File: config.mk
export PLATFORM = sky130hd
export DESIGN_NAME = pcm_frame_level_activity_meter_top
export DESIGN_NICKNAME = d
export VERILOG_FILES = /design/src/rtl/plam_pkg.sv /design/src/rtl/plam_ctrl.sv /design/src/rtl/plam_datapath.sv /design/src/rtl/pcm_frame_level_activity_meter_top.sv
export SDC_FILE = /design/constraint.sdc
export NUM_CORES = 2
export LEC_CHECK = 0
export ABC_AREA = 1
export BUFFER_PORTS_ARGS = -buffer_cell sky130_fd_sc_hd__buf_4
export CELL_PAD_IN_SITES_DETAIL_PLACEMENT = 0
export CELL_PAD_IN_SITES_GLOBAL_PLACEMENT = 1
export CORE_MARGIN = 4
export CORE_UTILIZATION = 35
export DETAILED_ROUTE_END_ITERATION = 8
export GPL_TIMING_DRIVEN = 0
export HOLD_SLACK_MARGIN = 0.1
export MAX_ROUTING_LAYER = met4
export PLACE_DENSITY_LB_ADDON = 0.1
export SLEW_MARGIN = 15
export SYNTH_ARGS = -nofsm -noshare
export SYNTH_HDL_FRONTEND = slang
export SYNTH_SLANG_ARGS = --single-unit
File: constraint.sdc
create_clock -name clk_i -period 8.1 [get_ports clk_i]
set_input_delay 2.43 -clock clk_i [delete_from_list [all_inputs] [get_ports clk_i]]
set_output_delay 2.43 -clock clk_i [all_outputs]
set_load 0.01 [all_outputs]
File: src/rtl/plam_pkg.sv
// ----------------------------------------------------------------------------
// plam_pkg
// Shared types and constants of the PCM frame level and activity meter.
// ----------------------------------------------------------------------------
`default_nettype none

package plam_pkg;

  localparam int unsigned SAMPLE_W   = 16;
  localparam int unsigned THR_W      = 16;
  localparam int unsigned LEVEL_W    = 20;

  // The level needs square_sum * 10^12 / 2^30, which equals square_sum * 5^12 / 2^18.
  localparam int unsigned RMS_KW     = 28;
  localparam logic [RMS_KW-1:0] RMS_K = 28'd244140625;
  localparam int unsigned RMS_SHIFT  = 18;

  localparam int unsigned QUOT_W     = 40;
  localparam int unsigned ROOT_W     = 20;
  localparam int unsigned SQRT_ITERS = 20;
  localparam int unsigned REM_W      = 22;

  localparam logic [LEVEL_W-1:0] PPM_MAX   = 20'd1000000;
  localparam logic [THR_W-1:0]   THR_RESET = 16'd120;

  typedef enum logic [2:0] {
    ST_IDLE,
    ST_MUL,
    ST_DIV_LOAD,
    ST_DIV,
    ST_SQRT_LOAD,
    ST_SQRT,
    ST_OUT
  } plam_state_e;

  typedef struct packed {
    logic accum;
    logic close;
    logic mul_step;
    logic div_load;
    logic div_step;
    logic sqrt_load;
    logic sqrt_step;
    logic out_load;
  } plam_cmd_t;

endpackage

`default_nettype wire

File: src/rtl/plam_ctrl.sv
// ----------------------------------------------------------------------------
// plam_ctrl
// Sequencer for the frame-end multiply, divide and square root, plus the
// input and output handshakes.
// ----------------------------------------------------------------------------
`default_nettype none

module plam_ctrl #(
  parameter int unsigned SW = 43,
  parameter int unsigned DW = 53
) (
  input  wire logic               clk_i,
  input  wire logic               rst_ni,
  input  wire logic               in_valid_i,
  input  wire logic               in_last_i,
  output logic                    in_ready_o,
  output logic                    out_valid_o,
  input  wire logic               out_ready_i,
  output plam_pkg::plam_cmd_t     cmd_o
);

  localparam int unsigned CTW = $clog2(DW + 1);

  plam_pkg::plam_state_e state_q, state_d;
  logic [CTW-1:0]        cnt_q, cnt_d;
  logic                  out_valid_q, out_valid_d;
  logic                  in_acc;
  logic                  out_free;
  logic                  step_state;
  logic                  step_done;

  assign in_ready_o = (state_q == plam_pkg::ST_IDLE) | ~in_last_i;
  assign in_acc     = in_valid_i & in_ready_o;
  assign out_free   = ~out_valid_q | out_ready_i;

  always_comb begin
    step_state = 1'b0;
    step_done  = 1'b0;
    case (state_q)
      plam_pkg::ST_MUL: begin
        step_state = 1'b1;
        step_done  = (cnt_q == CTW'(SW - 1));
      end
      plam_pkg::ST_DIV: begin
        step_state = 1'b1;
        step_done  = (cnt_q == CTW'(DW - 1));
      end
      plam_pkg::ST_SQRT: begin
        step_state = 1'b1;
        step_done  = (cnt_q == CTW'(plam_pkg::SQRT_ITERS - 1));
      end
      default: begin
        step_state = 1'b0;
        step_done  = 1'b0;
      end
    endcase
  end

  always_comb begin
    state_d = state_q;
    case (state_q)
      plam_pkg::ST_IDLE: begin
        if (in_acc && in_last_i) begin
          state_d = plam_pkg::ST_MUL;
        end
      end
      plam_pkg::ST_MUL: begin
        if (step_done) begin
          state_d = plam_pkg::ST_DIV_LOAD;
        end
      end
      plam_pkg::ST_DIV_LOAD: begin
        state_d = plam_pkg::ST_DIV;
      end
      plam_pkg::ST_DIV: begin
        if (step_done) begin
          state_d = plam_pkg::ST_SQRT_LOAD;
        end
      end
      plam_pkg::ST_SQRT_LOAD: begin
        state_d = plam_pkg::ST_SQRT;
      end
      plam_pkg::ST_SQRT: begin
        if (step_done) begin
          state_d = plam_pkg::ST_OUT;
        end
      end
      plam_pkg::ST_OUT: begin
        if (out_free) begin
          state_d = plam_pkg::ST_IDLE;
        end
      end
      default: begin
        state_d = plam_pkg::ST_IDLE;
      end
    endcase
  end

  always_comb begin
    cmd_o      = '0;
    cmd_o.accum = in_acc;
    cmd_o.close = in_acc & in_last_i;
    case (state_q)
      plam_pkg::ST_MUL:       cmd_o.mul_step  = 1'b1;
      plam_pkg::ST_DIV_LOAD:  cmd_o.div_load  = 1'b1;
      plam_pkg::ST_DIV:       cmd_o.div_step  = 1'b1;
      plam_pkg::ST_SQRT_LOAD: cmd_o.sqrt_load = 1'b1;
      plam_pkg::ST_SQRT:      cmd_o.sqrt_step = 1'b1;
      plam_pkg::ST_OUT:       cmd_o.out_load  = out_free;
      default: begin
        cmd_o.mul_step = 1'b0;
      end
    endcase
  end

  always_comb begin
    cnt_d = (step_state && !step_done) ? cnt_q + CTW'(1) : '0;
    if (cmd_o.out_load) begin
      out_valid_d = 1'b1;
    end else if (out_ready_i) begin
      out_valid_d = 1'b0;
    end else begin
      out_valid_d = out_valid_q;
    end
  end

  always_ff @(posedge clk_i or negedge rst_ni) begin
    if (!rst_ni) begin
      state_q     <= plam_pkg::ST_IDLE;
      cnt_q       <= '0;
      out_valid_q <= 1'b0;
    end else begin
      state_q     <= state_d;
      cnt_q       <= cnt_d;
      out_valid_q <= out_valid_d;
    end
  end

  assign out_valid_o = out_valid_q;

  a_busy_no_last : assert property (@(posedge clk_i) disable iff (!rst_ni)
    (state_q != plam_pkg::ST_IDLE && in_valid_i && in_ready_o) |-> !in_last_i)
    else $error("last item accepted while a frame result is in progress");

  a_close_starts : assert property (@(posedge clk_i) disable iff (!rst_ni)
    (in_valid_i && in_ready_o && in_last_i) |=> (state_q == plam_pkg::ST_MUL))
    else $error("frame close did not start the multiply phase");

  a_mul_bound : assert property (@(posedge clk_i) disable iff (!rst_ni)
    (state_q == plam_pkg::ST_MUL) |-> (cnt_q < CTW'(SW)))
    else $error("multiply step counter ran past the operand width");

endmodule

`default_nettype wire

File: src/rtl/plam_datapath.sv
// ----------------------------------------------------------------------------
// plam_datapath
// Frame accumulators, bit-serial multiply, restoring divide, digit-by-digit
// square root, threshold compare and the output register.
// ----------------------------------------------------------------------------
`default_nettype none

module plam_datapath #(
  parameter int unsigned MAX_FRAME_SAMPLES = 4096,
  parameter int unsigned CW = 13,
  parameter int unsigned SW = 43,
  parameter int unsigned MW = 28,
  parameter int unsigned DW = 53
) (
  input  wire logic                                 clk_i,
  input  wire logic                                 rst_ni,
  input  wire logic                                 cfg_we_i,
  input  wire logic [plam_pkg::THR_W-1:0]           cfg_thr_i,
  input  wire logic signed [plam_pkg::SAMPLE_W-1:0] sample_i,
  input  wire plam_pkg::plam_cmd_t                  cmd_i,
  output logic [plam_pkg::LEVEL_W-1:0]              level_o,
  output logic                                      activity_o
);

  localparam int unsigned PW  = SW + plam_pkg::RMS_KW;
  localparam int unsigned PRW = CW + plam_pkg::THR_W;
  localparam int unsigned QW  = plam_pkg::QUOT_W;
  localparam int unsigned RW  = plam_pkg::ROOT_W;
  localparam int unsigned XW  = plam_pkg::REM_W;

  logic [plam_pkg::THR_W-1:0]    thr_q;
  logic [CW-1:0]                 cnt_acc_q;
  logic [SW-1:0]                 sq_acc_q;
  logic [MW-1:0]                 mag_acc_q;

  logic [plam_pkg::SAMPLE_W-1:0] raw;
  logic [plam_pkg::SAMPLE_W-1:0] mag;
  logic [2*plam_pkg::SAMPLE_W-1:0] sq;
  logic                          can_add;
  logic [CW-1:0]                 cnt_next;
  logic [SW-1:0]                 sq_next;
  logic [MW-1:0]                 mag_next;

  logic [SW-1:0]                 s_q;
  logic [MW-1:0]                 m_q;
  logic [CW-1:0]                 n_q;
  logic [PW-1:0]                 p_q;
  logic [DW-1:0]                 d_q;
  logic [CW-1:0]                 r_q;
  logic [PRW-1:0]                prod_q;
  logic [QW-1:0]                 x_q;
  logic [XW-1:0]                 rem_q;
  logic [RW-1:0]                 root_q;
  logic [plam_pkg::LEVEL_W-1:0]  level_q;
  logic                          act_q;

  logic [PW-1:0]                 p_d;
  logic [CW:0]                   dtrial;
  logic [CW:0]                   ddiff;
  logic                          dge;
  logic [XW+1:0]                 rem_t;
  logic [XW+1:0]                 strial;
  logic [XW+1:0]                 sdiff;
  logic                          sge;

  assign raw      = sample_i;
  assign mag      = raw[plam_pkg::SAMPLE_W-1] ? (~raw + 16'd1) : raw;
  assign sq       = mag * mag;
  assign can_add  = (cnt_acc_q < CW'(MAX_FRAME_SAMPLES));
  assign cnt_next = can_add ? cnt_acc_q + CW'(1) : cnt_acc_q;
  assign sq_next  = can_add ? sq_acc_q + SW'(sq) : sq_acc_q;
  assign mag_next = can_add ? mag_acc_q + MW'(mag) : mag_acc_q;

  assign p_d    = {p_q[PW-2:0], 1'b0} + (s_q[SW-1] ? PW'(plam_pkg::RMS_K) : '0);

  assign dtrial = {r_q, d_q[DW-1]};
  assign dge    = (dtrial >= {1'b0, n_q});
  assign ddiff  = dtrial - {1'b0, n_q};

  assign rem_t  = {rem_q, x_q[QW-1:QW-2]};
  assign strial = (XW+2)'({root_q, 2'b01});
  assign sge    = (rem_t >= strial);
  assign sdiff  = rem_t - strial;

  always_ff @(posedge clk_i or negedge rst_ni) begin
    if (!rst_ni) begin
      thr_q     <= plam_pkg::THR_RESET;
      cnt_acc_q <= '0;
      sq_acc_q  <= '0;
      mag_acc_q <= '0;
    end else begin
      if (cfg_we_i) begin
        thr_q <= cfg_thr_i;
      end
      if (cmd_i.close) begin
        cnt_acc_q <= '0;
        sq_acc_q  <= '0;
        mag_acc_q <= '0;
      end else if (cmd_i.accum) begin
        cnt_acc_q <= cnt_next;
        sq_acc_q  <= sq_next;
        mag_acc_q <= mag_next;
      end
    end
  end

  always_ff @(posedge clk_i) begin
    if (cmd_i.close) begin
      s_q <= sq_next;
      m_q <= mag_next;
      n_q <= cnt_next;
      p_q <= '0;
    end
    if (cmd_i.mul_step) begin
      p_q <= p_d;
      s_q <= {s_q[SW-2:0], 1'b0};
    end
    if (cmd_i.div_load) begin
      d_q    <= p_q[PW-1:plam_pkg::RMS_SHIFT];
      r_q    <= '0;
      prod_q <= PRW'(thr_q) * PRW'(n_q);
    end
    if (cmd_i.div_step) begin
      r_q <= dge ? ddiff[CW-1:0] : dtrial[CW-1:0];
      d_q <= {d_q[DW-2:0], dge};
    end
    if (cmd_i.sqrt_load) begin
      x_q    <= d_q[QW-1:0];
      rem_q  <= '0;
      root_q <= '0;
    end
    if (cmd_i.sqrt_step) begin
      rem_q  <= sge ? sdiff[XW-1:0] : rem_t[XW-1:0];
      root_q <= {root_q[RW-2:0], sge};
      x_q    <= {x_q[QW-3:0], 2'b00};
    end
    if (cmd_i.out_load) begin
      level_q <= (root_q > plam_pkg::PPM_MAX) ? plam_pkg::PPM_MAX : root_q;
      act_q   <= (PRW'(m_q) >= prod_q);
    end
  end

  assign level_o    = level_q;
  assign activity_o = act_q;

  a_div_nonzero : assert property (@(posedge clk_i) disable iff (!rst_ni)
    cmd_i.div_step |-> (n_q != '0))
    else $error("divide step with a zero sample count");

  a_rem_below : assert property (@(posedge clk_i) disable iff (!rst_ni)
    cmd_i.div_step |=> (r_q < n_q))
    else $error("divide remainder not below the divisor");

endmodule

`default_nettype wire

File: src/rtl/pcm_frame_level_activity_meter_top.sv
// ----------------------------------------------------------------------------
// pcm_frame_level_activity_meter_top
// Frame RMS level in ppm of full scale and mean-magnitude activity detector.
// ----------------------------------------------------------------------------
// Input items carry one signed 16-bit sample and a last-of-frame mark. Output
// items carry the frame level in ppm (0 to 1000000) and the activity flag, one
// per frame. The threshold register is written through its own valid/ready
// channel, which is always ready; write it only while the block is idle.
// Samples that are not last are taken one per cycle at all times. A last
// item starts the frame-end sequence: a bit-serial multiply, the divider load
// and a restoring divide, the root load and a square root, then the output
// load. The square sum is SW = clog2(MAX_FRAME_SAMPLES+1) + 30 bits wide and
// the dividend DW = SW + 10 bits. Samples of the next frame are accumulated
// meanwhile; only its last item waits until the sequencer is idle. A result
// waits in the output register while the receiver stalls, and the sequencer
// holds before loading the next one. Reset clears the accumulators, drops the
// output valid and sets the threshold to 120.
// ----------------------------------------------------------------------------
`default_nettype none

module pcm_frame_level_activity_meter_top #(
  parameter int unsigned MAX_FRAME_SAMPLES = 4096
) (
  input  wire logic                                 clk_i,
  input  wire logic                                 rst_ni,
  input  wire logic                                 cfg_valid_i,
  output logic                                      cfg_ready_o,
  input  wire logic [plam_pkg::THR_W-1:0]           cfg_activity_threshold_i,
  input  wire logic                                 in_valid_i,
  output logic                                      in_ready_o,
  input  wire logic signed [plam_pkg::SAMPLE_W-1:0] sample_i,
  input  wire logic                                 last_sample_i,
  output logic                                      out_valid_o,
  input  wire logic                                 out_ready_i,
  output logic [plam_pkg::LEVEL_W-1:0]              level_ppm_o,
  output logic                                      activity_o
);

  localparam int unsigned CW = $clog2(MAX_FRAME_SAMPLES + 1);
  localparam int unsigned SW = CW + 30;
  localparam int unsigned MW = CW + 15;
  localparam int unsigned DW = SW + plam_pkg::RMS_KW - plam_pkg::RMS_SHIFT;

  plam_pkg::plam_cmd_t cmd;

  assign cfg_ready_o = 1'b1;

  plam_ctrl #(
    .SW (SW),
    .DW (DW)
  ) u_ctrl (
    .clk_i       (clk_i),
    .rst_ni      (rst_ni),
    .in_valid_i  (in_valid_i),
    .in_last_i   (last_sample_i),
    .in_ready_o  (in_ready_o),
    .out_valid_o (out_valid_o),
    .out_ready_i (out_ready_i),
    .cmd_o       (cmd)
  );

  plam_datapath #(
    .MAX_FRAME_SAMPLES (MAX_FRAME_SAMPLES),
    .CW                (CW),
    .SW                (SW),
    .MW                (MW),
    .DW                (DW)
  ) u_datapath (
    .clk_i      (clk_i),
    .rst_ni     (rst_ni),
    .cfg_we_i   (cfg_valid_i),
    .cfg_thr_i  (cfg_activity_threshold_i),
    .sample_i   (sample_i),
    .cmd_i      (cmd),
    .level_o    (level_ppm_o),
    .activity_o (activity_o)
  );

endmodule

`default_nettype wire
-- Word level (Yosys, flattened, before mapping)
Index checks and enable logic that the tools add are counted.
- bits of input ports: 38
- bits in registers: 463
- multiplexer cells: 44
- reduce and logical (&&, ||, !) cells: 11
- magnitude comparators: 5
- $mul: 2
- bitwise logic cells: 7
- $add $sub $neg: 8
- equal/unequal tests: 14
- operators by type and width (operator ; count):
    2-to-1 mux 43 bit ; 5
    2-to-1 mux 71 bit ; 2
    2-to-1 mux 28 bit ; 4
    2-to-1 mux 53 bit ; 2
    2-to-1 mux 40 bit ; 2
    2-to-1 mux 13 bit ; 6
    adder 71 bit ; 1
    2-to-1 mux 22 bit ; 3
    adder 43 x 32 -> 43 bit ; 1
    2-to-1 mux 20 bit ; 2
    multiplier 16 x 16 -> 32 bit ; 1
    greater-or-equal comparator 28 x 29 -> 1 bit ; 1
    multiplier 16 x 13 -> 29 bit ; 1
    adder 28 x 16 -> 28 bit ; 1
    greater-or-equal comparator 24 x 22 -> 1 bit ; 1
    subtractor 22 bit ; 1
    one-hot mux 3 bit (7 select lines) ; 1
    greater-than comparator 20 bit (second input constant) ; 1
    adder 16 x 1 -> 16 bit (second input constant) ; 1
    2-to-1 mux 16 bit ; 1
    inverter 16 bit ; 1
    2-to-1 mux 3 bit ; 5
    greater-or-equal comparator 14 x 13 -> 1 bit ; 1
    adder 13 x 1 -> 13 bit (second input constant) ; 1
    22 further kinds ; 45

-- Logic depth before layout (Yosys ltp)
- depth after elaboration: 8
- gate-level depth with buffers: 39
- gate-level depth less buffers: 39

-- By module
A second synthesis with hierarchy kept.
- cell total of the unflattened synthesis: 5379
- area total of the unflattened synthesis: 42319.3 sq um
- modules (own cells, without submodules) (module ; area an instance (sq um) ; instances ; cells each ; seq. area each (sq um)):
    plam_datapath ; 41642.4 ; 1 ; 5281 ; 13077.5
    plam_ctrl ; 665.6 ; 1 ; 96 ; 250.2
    pcm_frame_level_activity_meter_top ; 11.3 ; 1 ; 2 ; 0.0

-- Worst setup path after synthesis
Ideal clock, no wire load.
- path kind: in2reg
- start point: input port sample_i[0] (netlist name)
- end point: register u_datapath.s_q[41], data pin
- data required time: 7.846 ns
- setup time: 0.254 ns
- setup slack: -0.626 ns
- arrival: 8.472 ns
- buffers on the path: 2
- stages on the path: 33
- cells stage by stage: inv_1 > clkbuf_1 > ha_1 > nand3_2 > o21ai_4 > o21ai_1 > or2_4 > nand2_4 > buf_6 > nand2_1 > inv_1 > fa_1 > fa_1 > inv_1 > fa_1 > inv_1 > fa_1 > fa_1 > inv_1 > fa_1 > inv_1 > ha_1 > nand2_1 > nor2_1 > nand2_1 > nor2_1 > nand2_1 > nand3_1 > nand2_1 > nand2_1 > nand3_1 > nand3_1 > nand2_1
- word-level cells in the longest chain between the ends: 8
- ends and longest elaborated chain (element ; line ; text):
    from (decl) ; pcm_frame_level_activity_meter_top.sv:31 ; input wire logic signed [plam_pkg::SAMPLE_W-1:0] sample_i,
    inverter 16 bit ; plam_datapath.sv:67 ; assign mag = raw[plam_pkg::SAMPLE_W-1] ? (~raw + 16'd1) : raw;
    adder 16 x 1 -> 16 bit ; plam_datapath.sv:67 ;
    2-to-1 mux 16 bit (*) ; plam_datapath.sv:67 ;
    multiplier 16 x 16 -> 32 bit (*) ; plam_datapath.sv:68 ; assign sq = mag * mag;
    adder 43 x 32 -> 43 bit (*) ; plam_datapath.sv:71 ; assign sq_next = can_add ? sq_acc_q + SW'(sq) : sq_acc_q;
    2-to-1 mux 43 bit (*) ; plam_datapath.sv:71 ;
    2-to-1 mux 43 bit (*) ; plam_datapath.sv:108 ; if (cmd_i.close) begin
    2-to-1 mux 43 bit (*) ; plam_datapath.sv:114 ; if (cmd_i.mul_step) begin
    to (signal assigned) ; plam_datapath.sv:109 ; s_q <= sq_next;
    to (signal assigned) ; plam_datapath.sv:116 ; s_q <= {s_q[SW-2:0], 1'b0};
    to (decl) ; plam_datapath.sv:44 ; logic [SW-1:0] s_q;
Mark *: on every way between the ends. The rest lies on a longest branch, timed or not. The select of a mux whose other input is x is not followed.
A chain may end at the register's enable or synchronous reset.

-- Worst setup path after layout
- start point: input port sample_i[3] (netlist name)
- end point: register u_datapath.s_q[41], data pin
Same word-level chain as after synthesis.

==> impl_summary.md <==
Setup path
STA puts the critical path data required time at 8510 ps. The setup check on the worst reg-to-reg path leaves a slack of 1930 ps. The kind of start point of the critical path is an input pin. In this design, the stage delay of the slowest critical-path cell is 560 ps. For this design, the slowest cell found on the critical path is fa_1. The endpoint type of the worst setup path is a register. The type of the worst setup path is input pin to register.

Along the worst path, the maximum fanout reaches 5. The data arrival time of the worst path is 8600 ps. For the worst flop-to-flop path, the logic depth is 19.

Final layout
For this run, the post-layout net count is 6213. Cells with a size suffix above 1 make up 15.6% of the layout. The diode insertion count for antenna repair is 0. After routing the design area is 50600 um2.

From synthesis to final layout, the design area changed by 19.7%. Cells fill 42.2% of the core in the end.

Clock network
The clock drives 463 sinks. The number of levels the H-tree was split into is 2. The clock reaches the later pin of the worst-skew pair after 690 ps.

The maximum buffer depth of the clock tree is 3. Clock tree synthesis selected as its root buffer the cell clkbuf_16. For this design, the CTS-stage hold fixing added 0 buffers. Clock-pin slew was measured on the worst setup and hold paths at 60 ps.

In this run, CTS created clock tree buffers numbering 61. The TritonCTS clock tree is yes.

Route
For this run, the detailed router's first-pass iteration total came to 6. For this block, the initial DRC count from the detailed router was 1894. The number of nets still failing antenna checks after routing is 0. The wire length per cell after detailed routing is 18.1 um. After detailed routing, the number of remaining DRC violations is 0. The final route contains 34500 vias. The vias per cell is 4.78.

For this block, the routed nets add up to 131000 um of wire.

Logic synthesis
After synthesis, flip-flops and latches occupy 31.6% of the total area. The number of warnings printed during yosys synthesis is 0. Summing every instance area after synthesis gives 42200 um2. The share of Yosys cell area claimed by the top area cell type is 24.9%. Ranked by total cell area, the synthesized netlist is headed by edfxtp_1 (25%), fa_1 (17%), nand2_1 (12%). In this run, synthesis produced a sequential element count of 463.

The most common cell in the synthesized netlist is nand2_1. The post-synthesis instance total is 5287. The async set-or-reset flop fraction in the synthesized netlist is 23.8%. Sorting the synthesized cells by how often they occur yields nand2_1 (1372), inv_1 (1100), nor2_1 (373).

The post-synthesis cell type with the largest combined area is edfxtp_1. In this run, distinct cell masters in the synthesized netlist total 67. The top flip-flop cell by instance count after synthesis is edfxtp_1. Averaged over all synthesized cells, the footprint is 7.99 um2. Counting flops with a built-in enable in the synthesized netlist gives 350.

Floorplanning
The area of the placeable core is 120000 um2. The row count is 127. The number of top-level design ports is 62. The initial core utilization is 35.3%. The y dimension of the die is 355 um. The die extent in x is 355 um. The die covers 126000 um2.

STA
Setup repair after global routing could not meet its margin everywhere. The count of pins over their slew limit is 0. The post-route clock period utilization is 101%. The worst path in the final design needs a cycle of 8190 ps, including I/O delays and setup.

In the post-route analysis, the smallest setup slack over all paths is -92.1 ps. The worst hold margin is 478 ps. The worst pin sits at a relative slew slack of 21.8%. Summed over all failing endpoints, the final setup total negative slack is -693 ps.

The count of final hold-check violations is 0. The number of endpoints failing setup at the final stage is 18. For the pin with the worst max-slew slack, the measured transition is 1170 ps. Static timing analysis puts the maximum clock frequency at 122 MHz. The worst clock skew is 48.0 ps.

Run
Across the run, the number of max-cap violations was 0.

Placed design
The detailed placer's ending HPWL is 104000 um. The placed instances occupy a cell area of 45500 um2. Routability-driven placement finished with a final weighted congestion of 0.887. The count of buffers added on input and output ports is 59.

Global routing
The number of global-route vias before repair is 35500. The number of antenna violations at the first check in global routing is 1. The aggregate global-route resource usage is 21.5%. The pin count of the biggest net entering global routing is 84. The first global-routing pass estimated 206000 um of wire.

For this run the aggregate overflow at the end of global routing stands at 0.

Outcome
The run finished, with violations left. The checks that failed: setup timing.

Worst hold path
The type of the tightest min-delay check is register to register. The number of instances on the worst hold path is 2.
[area by class of cell]
type	instances	area [um2]
plain buffers	147	779
clock buffers	69	1590
clock inverters	47	667
fillers	12300	69300
inverters	1120	4300
multi-input cells	3566	26100
flip-flops and latches	463	13300
well taps	1612	2020
repair buffers	190	1820
[cells in the final DEF, fill, tap and decap left out, types with 16 or more instances in the layout]
| cell type | count |
|---|---|
| nand2_2 | 102 |
| buf_4 | 153 |
| nand2_1 | 1232 |
| nand4_1 | 50 |
| ha_4 | 21 |
| o21bai_1 | 16 |
| nand2_4 | 49 |
| xnor2_1 | 31 |
| nor3_1 | 56 |
| a21oi_1 | 185 |
| nand3_2 | 57 |
| inv_2 | 73 |
| mux2_2 | 16 |
| buf_6 | 34 |
| nand3_1 | 206 |
| o22ai_1 | 26 |
| inv_1 | 1028 |
| buf_12 | 16 |
| nor2_4 | 40 |
| nor2_2 | 26 |
| o21ai_1 | 29 |
| or2_2 | 22 |
| clkbuf_16 | 62 |
| edfxtp_1 | 350 |
| o21ai_2 | 21 |
| fa_1 | 337 |
| ha_1 | 254 |
| o21ai_0 | 237 |
| dfrtp_1 | 106 |
| nor2_1 | 318 |
| clkbuf_1 | 111 |
| xor2_1 | 37 |
[flip-flops by register name, summed over array words and instances, names as in the netlist, 3 cells and up]
| signal | flops |
|---|---|
| u_ctrl.cnt_q | 6 |
| u_ctrl.state_q | 3 |
| u_datapath.cnt_acc_q | 13 |
| u_datapath.d_q | 53 |
| u_datapath.level_o | 20 |
| u_datapath.m_q | 28 |
| u_datapath.mag_acc_q | 28 |
| u_datapath.n_q | 13 |
| u_datapath.p_q | 71 |
| u_datapath.prod_q | 29 |
| u_datapath.r_q | 13 |
| u_datapath.rem_q | 22 |
| u_datapath.root_q | 20 |
| u_datapath.s_q | 43 |
| u_datapath.sq_acc_q | 43 |
| u_datapath.thr_q | 16 |
| u_datapath.x_q | 40 |
[critical path: cells and delay by family]
family	cells	cell delay (ps)
fa+ha+maj	7	3360
simple gates	19	2040
buf+inv	9	650
compound gates	1	110
[final timing paths]
check	startpoint	to
min	u_datapath.sq_acc_q[28]	u_datapath.sq_acc_q[28]
max	sample_i[3]	u_datapath.s_q[41]
min in group asynchronous	rst_ni	u_datapath.thr_q[11]
max in group asynchronous	rst_ni	u_datapath.sq_acc_q[33]
min reg2reg	u_datapath.sq_acc_q[28]	u_datapath.sq_acc_q[28]
max reg2reg	u_datapath.n_q[1]	u_datapath.prod_q[28]
[metrics by stage]
step / std cells / setup WS (ps)
4_1_cts: 7149 / -45.2
2_1_floorplan: 5297 / -149
6_report: 7214 / -92.1
5_1_grt: 7214 / -289
3_3_place_gp: 6968 / -1530
3_5_place_dp: 6977 / -1550
[metal layers]
| metal | routed length, um | vias up | GRT usage [%] | part of all wire, % |
|---|---|---|---|---|
| li1 | - | 17200 | - | - |
| met2 | 63400 | 492 | 36.2 | 49 |
| met3 | 3800 | 156 | 2.17 | 2.9 |
| met1 | 60400 | 16700 | 28.1 | 46 |
| met4 | 3120 | 0 | 4.72 | 2.4 |
| met5 | 0 | - | - | 0 |
[repair_timing]
item,in CTS,in global routing
setup endpoints to repair,68,66
gates resized for setup,182,320
pin swaps,93,166
cloned,3,0
buffers inserted,54,67
[cells by family after synthesis]
kind of cell	Yosys count	synth area share [%]
and+or+nand+nor	2234	22.2
buffers and inverters	1268	11.6
AOI/OAI and AO/OA	604	7.95
DFF	463	31.6
other	2	0.0178
xor gates and xnor gates	74	1.53
muxes	16	0.427
adders and majority gates	626	24.8
Power is not shown: default switching activity piles up to over one toggle a cycle in this logic, so the estimate is an artifact.
